### config.mk
export PLATFORM = sky130hd
export DESIGN_NAME = ivs_cell
export DESIGN_NICKNAME = d
export VERILOG_FILES = /design/src/rtl/ivs_pkg.sv /design/src/rtl/ivs_cell.sv
export SDC_FILE = /design/constraint.sdc
export NUM_CORES = 1
export LEC_CHECK = 0
export ABC_AREA = 1
export ABC_CLOCK_PERIOD_IN_PS = 10000
export BUFFER_PORTS_ARGS = -buffer_cell sky130_fd_sc_hd__buf_2
export CELL_PAD_IN_SITES_DETAIL_PLACEMENT = 2
export CELL_PAD_IN_SITES_GLOBAL_PLACEMENT = 2
export CORE_ASPECT_RATIO = 0.8
export CORE_MARGIN = 2
export CORE_UTILIZATION = 21
export DETAILED_ROUTE_END_ITERATION = 10
export GPL_TIMING_DRIVEN = 0
export MAX_ROUTING_LAYER = met4
export PLACE_DENSITY = 0.9
export SLEW_MARGIN = 20
export SYNTH_ARGS = -nofsm -noshare
export SYNTH_HDL_FRONTEND = slang
export SYNTH_SLANG_ARGS = --single-unit
export TNS_END_PERCENT = 10
### constraint.sdc
create_clock -name clk -period 10 [get_ports clk]
set_input_delay 3 -clock clk [delete_from_list [all_inputs] [get_ports clk]]
set_output_delay 3 -clock clk [all_outputs]
set_load 0.01 [all_outputs]
### src/rtl/ivs_pkg.sv
// Package for the indexed vector store: sizes, operation and status codes,
// request/result structs and the per-cell command struct. No dependencies.
`timescale 1ns / 1ps
package ivs_pkg;

  localparam int CAPACITY   = 64;
  localparam int WORD_WIDTH = 64;

  localparam int OP_W   = 3;
  localparam int POS_W  = 7;
  localparam int FLD_W  = 64;
  localparam int STAT_W = 2;
  localparam int CNT_W  = $clog2(CAPACITY + 1);
  localparam int IDX_W  = (CNT_W > POS_W) ? CNT_W : POS_W;

  typedef enum logic [OP_W-1:0] {
    OP_PUSH   = 3'd0,
    OP_POP    = 3'd1,
    OP_GET    = 3'd2,
    OP_SET    = 3'd3,
    OP_INSERT = 3'd4,
    OP_REMOVE = 3'd5,
    OP_CLEAR  = 3'd6
  } ivs_op_t;

  typedef enum logic [STAT_W-1:0] {
    ST_OK    = 2'd0,
    ST_RANGE = 2'd1,
    ST_EMPTY = 2'd2,
    ST_FULL  = 2'd3
  } ivs_status_t;

  typedef struct packed {
    ivs_op_t            operation;
    logic [POS_W-1:0]   position;
    logic [FLD_W-1:0]   word_in;
  } ivs_req_t;

  typedef struct packed {
    ivs_status_t        status;
    logic [FLD_W-1:0]   word_out;
    logic [POS_W-1:0]   count_now;
  } ivs_rsp_t;

  typedef struct packed {
    logic                  wr_en;
    logic                  shift_up;
    logic                  shift_down;
    logic [IDX_W-1:0]      pos;
    logic [IDX_W-1:0]      rd_idx;
    logic [WORD_WIDTH-1:0] wdata;
  } ivs_cell_cmd_t;

endpackage

### src/rtl/ivs_cell.sv
// One storage cell of the indexed vector store: holds one word, loads a
// neighbor's word on shifts or the request word on writes. Uses ivs_pkg.
`timescale 1ns / 1ps
module ivs_cell (
  input  logic                          clk,
  input  logic [ivs_pkg::IDX_W-1:0]     cell_idx,
  input  ivs_pkg::ivs_cell_cmd_t        cmd,
  input  logic [ivs_pkg::WORD_WIDTH-1:0] prev_word,
  input  logic [ivs_pkg::WORD_WIDTH-1:0] next_word,
  output logic [ivs_pkg::WORD_WIDTH-1:0] word_o,
  output logic [ivs_pkg::WORD_WIDTH-1:0] rd_word
);
  import ivs_pkg::*;

  logic [WORD_WIDTH-1:0] word_r;
  logic [WORD_WIDTH-1:0] word_nxt;

  always_comb begin
    word_nxt = word_r;
    if (cmd.wr_en && (cell_idx == cmd.pos)) begin
      word_nxt = cmd.wdata;
    end else if (cmd.shift_up && (cell_idx > cmd.pos)) begin
      word_nxt = prev_word;
    end else if (cmd.shift_down && (cell_idx >= cmd.pos)) begin
      word_nxt = next_word;
    end
  end

  always_ff @(posedge clk) begin
    word_r <= word_nxt;
  end

  assign word_o  = word_r;
  assign rd_word = (cell_idx == cmd.rd_idx) ? word_r : '0;

endmodule

# Word-level counts from Yosys, hierarchy flattened

Index checks and enable logic that the tools add are counted.

Eq/ne operators: 2
Multiplexer cells: 4
Magnitude comparators: 2
Reductions and logical operators: 4

Operators with widths:

| operator          | number |
|---|---|
| $mux 64           | 4 |
| $eq 7x7->1        | 2 |
| $ge 7x7->1        | 1 |
| $gt 7x7->1        | 1 |
| $logic_and 1x1->1 | 3 |
| $reduce_bool 3->1 | 1 |

Logic and storage cells: 13
Register bits after elaboration: 64
Input port bits: 217
Output and inout bits: 128

# Longest topological paths before layout

Gate-level depths: netlist of run 1.

Depth after elaboration: 5
Mapped depth: 12
Depth with buffers taken out: 11

# Worst setup path before layout of run 1

Ideal clock, no wire load.

Path type: input-to-output
From: input cmd[69] in the netlist's numbering
To: output rd_word[13] in the netlist's numbering
Arrival time: 3.947 ns
Buffers on the path: 1
Cell stages on the path: 5
Required time: 7.000 ns
Slack: 3.053 ns
Path through: xor2_1 > nor3_2 > nand4_4 > buf_4 > nor2_1

Longest elaborated chain between the ends: 2

Ends and longest elaborated chain:

| what               | line           | source |
|---|---|---|
| start: declaration | ivs_cell.sv:7  | `input ivs_pkg::ivs_cell_cmd_t cmd,` |
| $eq 7x7->1         | ivs_cell.sv:34 | `assign rd_word = (cell_idx == cmd.rd_idx) ? word_r : '0;` |
| $mux 64            | ivs_cell.sv:34 |  |
| end: declaration   | ivs_cell.sv:11 | `output logic [ivs_pkg::WORD_WIDTH-1:0] rd_word` |

No other way between the ends.

# Final worst setup path of run 1

From: input cmd[69] in the netlist's numbering
To: output rd_word[7] in the netlist's numbering

The elaborated chain is that of the path after synthesis.

==> results.md, run 1 <==
* Status: completed
* Maxcap violations at 0
* Clock-pin transition on the worst setup and hold timing paths at 0.06 ns
* Max VDD drop at between 0.07 and 0.08 mV
* Average size of a mapped cell at ~6.7 sq um
* CP Max Fanout at 10
* Initial antenna violation count at 1
* Gr usage total at 20.1%
* Hpwl dp at approximately 20000 um
* Async SR Flop Fraction at 0%
* Hold_buf cts at 0
* H-Tree Depth at 3
* Drt pass-1 iters at 4
* CP max stage delay at 0.34 ns
* Hold Violations, Final at 0
* WS Path Type: input pin to output port
* Syn Inst Count at 733
* Fmax at 133 MHz
* Initial core utilization at between 20% and 30%
* Total number of yosys warnings at 0
* RSZ-0062 raised after global routing: no
* Synth Flop Type: edfxtp_1
* Static Leak at 4.59 nW
* Post-Syn Area at 4900 sq um
* Post-route ant nets at 0
* Sinks on Clock Net at 64
* Ports at 345
* Final max-slew violation count at 0
* Final setup fails at 0
* Routed Wire Length at 23900 um
* P&R area growth vs syn at 50.5%
* Cell mode on critical path: buf_2
* CTS tree: yes
* Max clock buf depth at 2
* Worst Max-Slew Pin Slew at approximately 0.68 ns
* Minimum clock period at 7.51 ns
* Number of vias per cell at 4.25
* Pwr Density at 138 nW/um^2
* Vias in the first global route at roughly 6700
* Drt drc at 0
* Die X-Extent at about 170 um
* CTS root buf: clkbuf_16
* Crit-path cells: buf_2 -> xor2_1 -> nor3_2 -> nand4_4 -> buf_6 -> nor2_1 -> buf_2
* Final setup margin at 2.49 ns
* Largest net degree at the start of global routing at 43
* Number of synthesized register bits at 64
* IO buf count at 344
* Vias at 5954
* Slowest CP cell: nand4_4
* Routed len/inst at around 17 um
* Req. time, crit path at 7.00 ns
* Worst hold slack at approximately 2.9 ns
* Core ar. at approximately 23000 sq um
* Initial detailed-routing violation count at 147
* CTS Buf Count at 9
* GR Overflow Total at 0
* Crit path capture type: output port
* Number of synthesized flops with an enable pin at 64
* Commonest non-fill, non-tap cell in the layout: buf_2
* Hold Crit Class: input pin to flop
* Die Area at 24600 sq um
* Number of placement rows at roughly 50
* Nets at 1313
* Global-route wire length before repair at around 37000 um
* Max_slew headroom at 54.5%
* Fin crit share at 75.1%
* Pre-CTS WS at 2.42 ns
* WP data arrival at 4.51 ns
* CP Launch Type: input pin
* Syn Nets at 957
* Setup_tns at 0 ns
* Number of flip-flops in the largest register at 64
* Share of cells above drive strength 1 at 37.4%
* Final Wtd Congestion at 0.814
* Setup repair bufs after CTS at 0
* Synth cell types at 22
* Seq/Total Area, Yosys at between 30% and 40%
* Post-CTS Resized at 0
* Most frequent cells in the layout: buf_2, inv_1, nand2_1
* DIE HEIGHT at 141 um
[final timing paths]
kind,startpoint,to,cells after the start
max,cmd[69],rd_word[7],7
min,cmd[8],word_o[8]$_DFFE_PP_,3
[cell usage after synthesis (2+ instances only)]
library cell | instances | share of area, %
nor2_1 | 65 | 5.0
inv_1 | 206 | 16
xnor2_1 | 2 | 0.36
buf_4 | 9 | 1.4
clkbuf_1 | 2 | 0.15
nand2_1 | 200 | 15
nand3_1 | 131 | 13
ha_1 | 7 | 1.8
xor2_1 | 5 | 0.89
edfxtp_1 | 64 | 39
buf_6 | 12 | 2.8
buf_2 | 17 | 1.7
nand2_2 | 4 | 0.51
[cell type report]
cell class	instances	area (sq um)
antenna	1	2.50
buffer	40	295
clock buffer	10	229
clock inverter	6	108
fill	2858	15300
inverter	206	776
multi-input combinational	423	1910
sequential	64	1920
tap	306	383
timing repair buffer	345	1750
[worst max-delay path, delay by kind of cell]
kind / cells / cell delay, ns
xor+xnor: 1 / 0.16
buf+inv: 3 / 0.56
simple gates: 3 / 0.78
[per-layer routing]
metal  GRT usage [%]  up-vias  wire, um
met4            4.43        0       372
met3            4.31       24      1430
met2            37.3      218     12600
li1                -     2881         -
met1            22.0     2831      9550
met5               -        -         0
[where the power goes]
| group | total (mW) | internal (mW) | switching [mW] |
|---|---|---|---|
| Sequential | 0.380 | 0.353 | 0.0271 |
| Combinational | 0.264 | 0.108 | 0.157 |
| Clock | 0.373 | 0.243 | 0.130 |
[cell families after synthesis]
logic type,after synthesis,share of synthesized area (%)
DFF,64,39.2
buffers and inverters,246,21.8
xor gates and xnor gates,7,1.25
and+or+nand+nor,405,35.3
adders and majority gates,7,1.79
AOI/OAI and AO/OA,4,0.613
[through the flow]
| stage | instances | total power, mW | utilization [%] | instance area, sq um |
|---|---|---|---|---|
| floorplan | 733 | 0.511 | - | 4900 |
| global placement | 1383 | 0.636 | 30.9 | 7000 |
| detailed placement | 1384 | 0.655 | 31.0 | 7030 |
| CTS | 1400 | 1.04 | 32.5 | 7370 |
| global route | 1401 | 1.08 | 32.5 | 7370 |
| finish | 1401 | 1.02 | 32.5 | 7370 |
(Power assumes the default switching activity.)
==> run 2: changes to the inputs <==
- ABC_AREA: 1 -> 0
- ABC_CLOCK_PERIOD_IN_PS: 10000 -> 6500
- CORE_UTILIZATION: 21 -> 20
- PLACE_DENSITY: 0.9 -> 0.82
- clock period: 10 -> 6.5 ns (I/O delays scaled with it)
==> results.md, run 2 <==
* Status: completed
* Number of vias per cell at 4.98
* Slowest CP cell: nor4_4
* Hold endpoint: word_o[22]$_DFFE_PP_
* Post-CTS Resized at 0
* Syn Nets at 789
* Routed Wire Length at between 20000 and 30000 um
* Most frequent cells in the layout: buf_2, nand4_1, nand3_1
* Post-Syn Area at 5050 sq um
* Internal power at 0.974 mW
* Cell mode on critical path: buf_2
* P&R area growth vs syn at 48.8%
* Setup_tns at 0 ns
* WS Path Type: input pin to output port
* Minimum clock period at ~5.6 ns
* Sw Ratio at 32.9%
* Nets at 1147
* Hold_buf cts at 0
* Final setup margin at 0.868 ns
* Req. time, crit path at 4.55 ns
* Post-Synth XOR/XNOR Area at roughly 1.2%
* Drt drc at 0
* Combinational power share at 28.7%
* Vias at 6260
* Hold Violations, Final at 0
* NetSw at approximately 0.48 mW
* Clock-pin transition on the worst setup and hold timing paths at 0.06 ns
* Total number of yosys warnings at 0
* Global-route wire length before repair at 40500 um
* Number of synthesized register bits at 64
* Area contributors post-synth: edfxtp_1, o211ai_1, nand4_1, a31oi_1, and3_1
* Initial core utilization at 20.2%
* Synth Area in Compound Gates at 18.8%
* Fmax at about 180 MHz
* Die Area at 26600 sq um
* Number of flip-flops in the largest register at 64
* CP Max Fanout at 10
* Most frequent cell after synthesis: nand4_1
* Setup repair bufs after CTS at 0
* Critical path launch point: cell_idx[4]
* Synth Flop Type: edfxtp_1
* Seq/Total Area, Yosys at between 30% and 40%
* Routed len/inst at 21.4 um
* Crit path capture type: output port
* Commonest non-fill, non-tap cell in the layout: buf_2
* Multiplexer area fraction after synthesis at 0%
* Worst Max-Slew Pin Slew at between 0.7 and 0.8 ns
* GR Overflow Total at 0
* Synth cell types at 31
* Pwr Density at ~190 nW/um^2
* Largest family of logic cells by synthesized area: simple AND/OR/NAND/NOR gates
* Initial antenna violation count at 4
* Commonest cells in the netlist: nand4_1, nand3_1
* Hold Crit Class: input pin to flop
* Hold Startpoint: prev_word[22]
* Crit-path cells: buf_2 -> xnor2_1 -> nand4_1 -> nor4_4 -> buf_6 -> clkbuf_2 -> and2_1 -> buf_2
* Clk pwr share at 31.1%
* Finished Layout Cells at 1257
* Initial detailed-routing violation count at 223
* Dpl cells at 1236
* Core ar. at 25000 sq um
* Share of cells above drive strength 1 at 46.1%
* Largest net degree at the start of global routing at 31
* WP data arrival at between 3 and 4 ns
* Drt pass-1 iters at 6
* Max VDD drop at 0.109 mV
* Final max-slew violation count at 0
* Synth top area share at 38.0%
* Pre-CTS WS at around 0.80 ns
* Final Wtd Congestion at roughly 0.86
* Sinks on Clock Net at 64
* Min-Delay Path Depth at 3
* Ports at 345
* Static Leak at 3.66 nW
* Post-route ant nets at 0
* Number of placement rows at between 50 and 60
* Area leader, netlist: edfxtp_1
* Part of the power in registers at 40.2%
* Synth Area in Simple Gates at 32.2%
* Gr usage total at around a fifth
* Maxcap violations at 0
* Average size of a mapped cell at 8.95 sq um
* Max clock buf depth at 2
* CP max stage delay at 0.53 ns
* Vias in the first global route at 6863
* Number of synthesized flops with an enable pin at between 60 and 70
* CTS tree: yes
* H-Tree Depth at 3
* Post-Synth Adder-Cell Area at 1.73%
* Delay-heaviest family, CP: simple AND/OR/NAND/NOR gates
* Hpwl dp at about 22000 um
* Max_slew headroom at 48.2%
* IO buf count at 344
* RSZ-0062 raised after global routing: no
* Syn Inst Count at 565
* Die X-Extent at about 180 um
* CP Launch Type: input pin
* Async SR Flop Fraction at 0%
* CTS root buf: clkbuf_16
* Buf+Inv Stages, Crit Path at 4
* Final setup fails at 0
* Fin crit share at 86.7%
* DIE HEIGHT at approximately 150 um
* CTS Buf Count at 9
-- run 2: cell types whose count changed in the layout (fill, tap and decap cells not counted), sizes merged, moves of 4 or more --
cell	change
clkbuf	+30
and2	+64
o211ai	+64
buf	+6
inv	-198
nand3	-66
diode	+4
nor2	-66
nand2	-201
a31oi	+64
and3	+64
nand4	+65
-- run 2: logic make-up (layout without fill, tap and decap cells) --
| logic type | Yosys count | count (layout) |
|---|---|---|
| compound gates | 138 | 138 |
| flops | 64 | 64 |
| fa+ha+maj | 7 | 7 |
| simple gates | 267 | 267 |
| xor+xnor | 7 | 7 |
| buf+inv | 82 | 445 |
| other cells | 0 | 5 |
-- run 2: per-stage QoR --
step / area, sq um / power [mW] / hold WS (ns) / util, %
floorplan: 5050 / 0.780 / 2.17 / -
global placement: 7180 / 0.993 / 2.27 / 28.7
detailed placement: 7230 / 1.01 / 2.28 / 28.9
CTS: 7510 / 1.48 / 1.91 / 30.0
global route: 7520 / 1.54 / 1.93 / 30.0
finish: 7520 / 1.45 / 1.93 / 30.0
-- run 2: worst max-delay path by stage --
stage | endpoint | slack [ns] | depth (start not counted)
detailed placement | rd_word[4] | 0.80 | 8
floorplan | rd_word[10] | 1.62 | 4
global placement | word_o[36]$_DFFE_PP_ | 0.37 | 6
finish | rd_word[8] | 0.87 | 8
global route | rd_word[4] | 0.68 | 8
CTS | rd_word[4] | 0.79 | 8
-- run 2: layout make-up --
| cell class | count | area (sq um) |
|---|---|---|
| clock buffer | 9 | 225 |
| timing repair buffer | 347 | 1770 |
| antenna | 5 | 12.5 |
| fill | 2965 | 17500 |
| multi-input combinational | 419 | 2730 |
| sequential | 64 | 1920 |
| tap | 324 | 405 |
| inverter | 7 | 26.3 |
| clock inverter | 7 | 47.5 |
| buffer | 75 | 382 |
-- run 2: layer usage --
layer  track usage [%]  up-vias  share of wire [%]
li1                  -     2958                  -
met1              24.6     3028                 43
met2              35.1      244                 49
met3              4.69       30                6.5
met4              5.08        0                1.5
met5                 -        -                  0
-- run 2: power by group through the flow --
| stage | registers, mW | clock network, mW | logic, mW |
|---|---|---|---|
| after floorplan | 0.620 | 0 | 0.160 |
| after global placement | 0.595 | 0 | 0.398 |
| after detailed placement | 0.593 | 0 | 0.420 |
| after CTS | 0.587 | 0.473 | 0.420 |
| after global routing | 0.595 | 0.486 | 0.455 |
| final | 0.585 | 0.452 | 0.417 |
==> run 3: changes to the inputs <==
- CTS_BUF_LIST: not set -> sky130_fd_sc_hd__clkbuf_8
==> results.md, run 3 (synthesized netlist as in run 2, its figures left out) <==
* Delay-heaviest family, CP: simple AND/OR/NAND/NOR gates
* Setup repair bufs after CTS at 0
* Crit path capture type: output port
* CTS Buf Count at 9
* WS Path Type: input pin to output port
* Crit-path cells: buf_2 -> xnor2_1 -> nand4_1 -> nor4_4 -> buf_6 -> clkbuf_2 -> and2_1 -> buf_2
* Vias in the first global route at a little under 7000
* CTS tree: yes
* CTS root buf: clkbuf_8
* Buf+Inv Stages, Crit Path at 4
* Most frequent cells in the layout: buf_2, nand4_1, nand3_1
* Final Wtd Congestion at 0.858
* Ports at 345
* Cell mode on critical path: buf_2
* Pre-CTS WS at 0.796 ns
* Req. time, crit path at 4.55 ns
* Status: completed
* Sinks on Clock Net at 64
* Metal1 wirelength at around 11000 um
* H-Tree Depth at 3
* Routed len/inst at around 21 um
* Nets at 1147
* Number of placement rows at 52
* Highest routed layer: met4
* Initial detailed-routing violation count at 220
* Fin crit share at between 80 and 90%
* Vias at 6282
* CP Max Fanout at 10
* Die X-Extent at 182 um
* Number of flip-flops in the largest register at 64
* Global-route wire length before repair at 40500 um
* CP Launch Type: input pin
* Final cell utilization of the core at between 20 and 30%
* Met3 wire len at about 1900 um
* Drt drc at 0
* WL met2 at roughly 13000 um
* DIE HEIGHT at 146 um
* CP max stage delay at 0.52 ns
* Static Leak at 3.62 nW
* Total power draw at 1.32 mW
* P&R area growth vs syn at 46.8%
* Pwr Density at 178 nW/um^2
* # fillers at 2974
* Number of vias per cell at 5.00
* Setup_tns at 0 ns
* Post-route ant nets at 0
* Share of cells above drive strength 1 at 46.1%
* GR Overflow Total at 0
* Max VDD drop at between 0.06 and 0.07 mV
* Hold_buf cts at 0
* Slowest CP cell: nor4_4
* Final instance area at 7420 sq um
* Core ar. at 25000 sq um
* Drt pass-1 iters at 5
* Final setup margin at 0.860 ns
* Hold Violations, Final at 0
* Largest net degree at the start of global routing at 31
* Max_slew headroom at 48.0%
* Final max-slew violation count at 0
* Gr usage total at around a fifth
* Clock-pin transition on the worst setup and hold timing paths at 0.09 ns
* WP data arrival at approximately 3.7 ns
* Hpwl dp at 21500 um
* DP Area at 7230 sq um
* Hold Crit Class: input pin to flop
* IO buf count at 344
* Routed Wire Length at 26900 um
* Final setup fails at 0
* Worst Max-Slew Pin Slew at 0.780 ns
* Initial core utilization at 20.2%
* Initial antenna violation count at 4
* RSZ-0062 raised after global routing: no
* Max clock buf depth at 2
* Die Area at 26600 sq um
* Minimum clock period at 5.64 ns
* Post-CTS Resized at 0
* Maxcap violations at 0
* Fmax at 177 MHz
* Commonest non-fill, non-tap cell in the layout: buf_2
[run 3: cell counts in the layout (fill, tap and decap cells not counted)]
Identical to the previous run, type by type.
[run 3: power breakdown]
| part | switching, mW | internal, mW | leakage (nW) |
|---|---|---|---|
| Combinational | 0.248 | 0.169 | 2.92 |
| Clock | 0.179 | 0.138 | 0.0870 |
| Sequential | 0.0378 | 0.546 | 0.611 |
| Total | 0.465 | 0.854 | 3.62 |
[run 3: final cells by class]
cell class | instances | area [sq um] | area share (%)
timing repair buffer | 347 | 1770 | 23.9
clock inverter | 7 | 47.5 | 0.641
clock buffer | 9 | 124 | 1.67
antenna | 5 | 12.5 | 0.169
multi-input combinational | 419 | 2730 | 36.8
inverter | 7 | 26.3 | 0.354
tap | 324 | 405 | 5.46
buffer | 75 | 382 | 5.14
sequential | 64 | 1920 | 25.9
[run 3: path summary, 6_finish.rpt]
| check | depth (start not counted) | start | slack [ns] | endpoint |
|---|---|---|---|---|
| min | 3 | prev_word[0] | 1.91 | word_o[0]$_DFFE_PP_ |
| max | 8 | cell_idx[4] | 0.86 | rd_word[4] |
[run 3: per-stage QoR]
step / std cells / hold WS (ns)
after floorplan: 565 / 2.17
after global placement: 1233 / 2.27
after detailed placement: 1236 / 2.28
after CTS: 1252 / 1.87
after global routing: 1256 / 1.88
final: 1257 / 1.91
[run 3: metal layers]
metal	vias to the layer above	global-route usage (%)
met2	267	35.1
met4	0	4.96
met1	3032	24.6
li1	2953	-
met3	30	4.91
met5	-	-
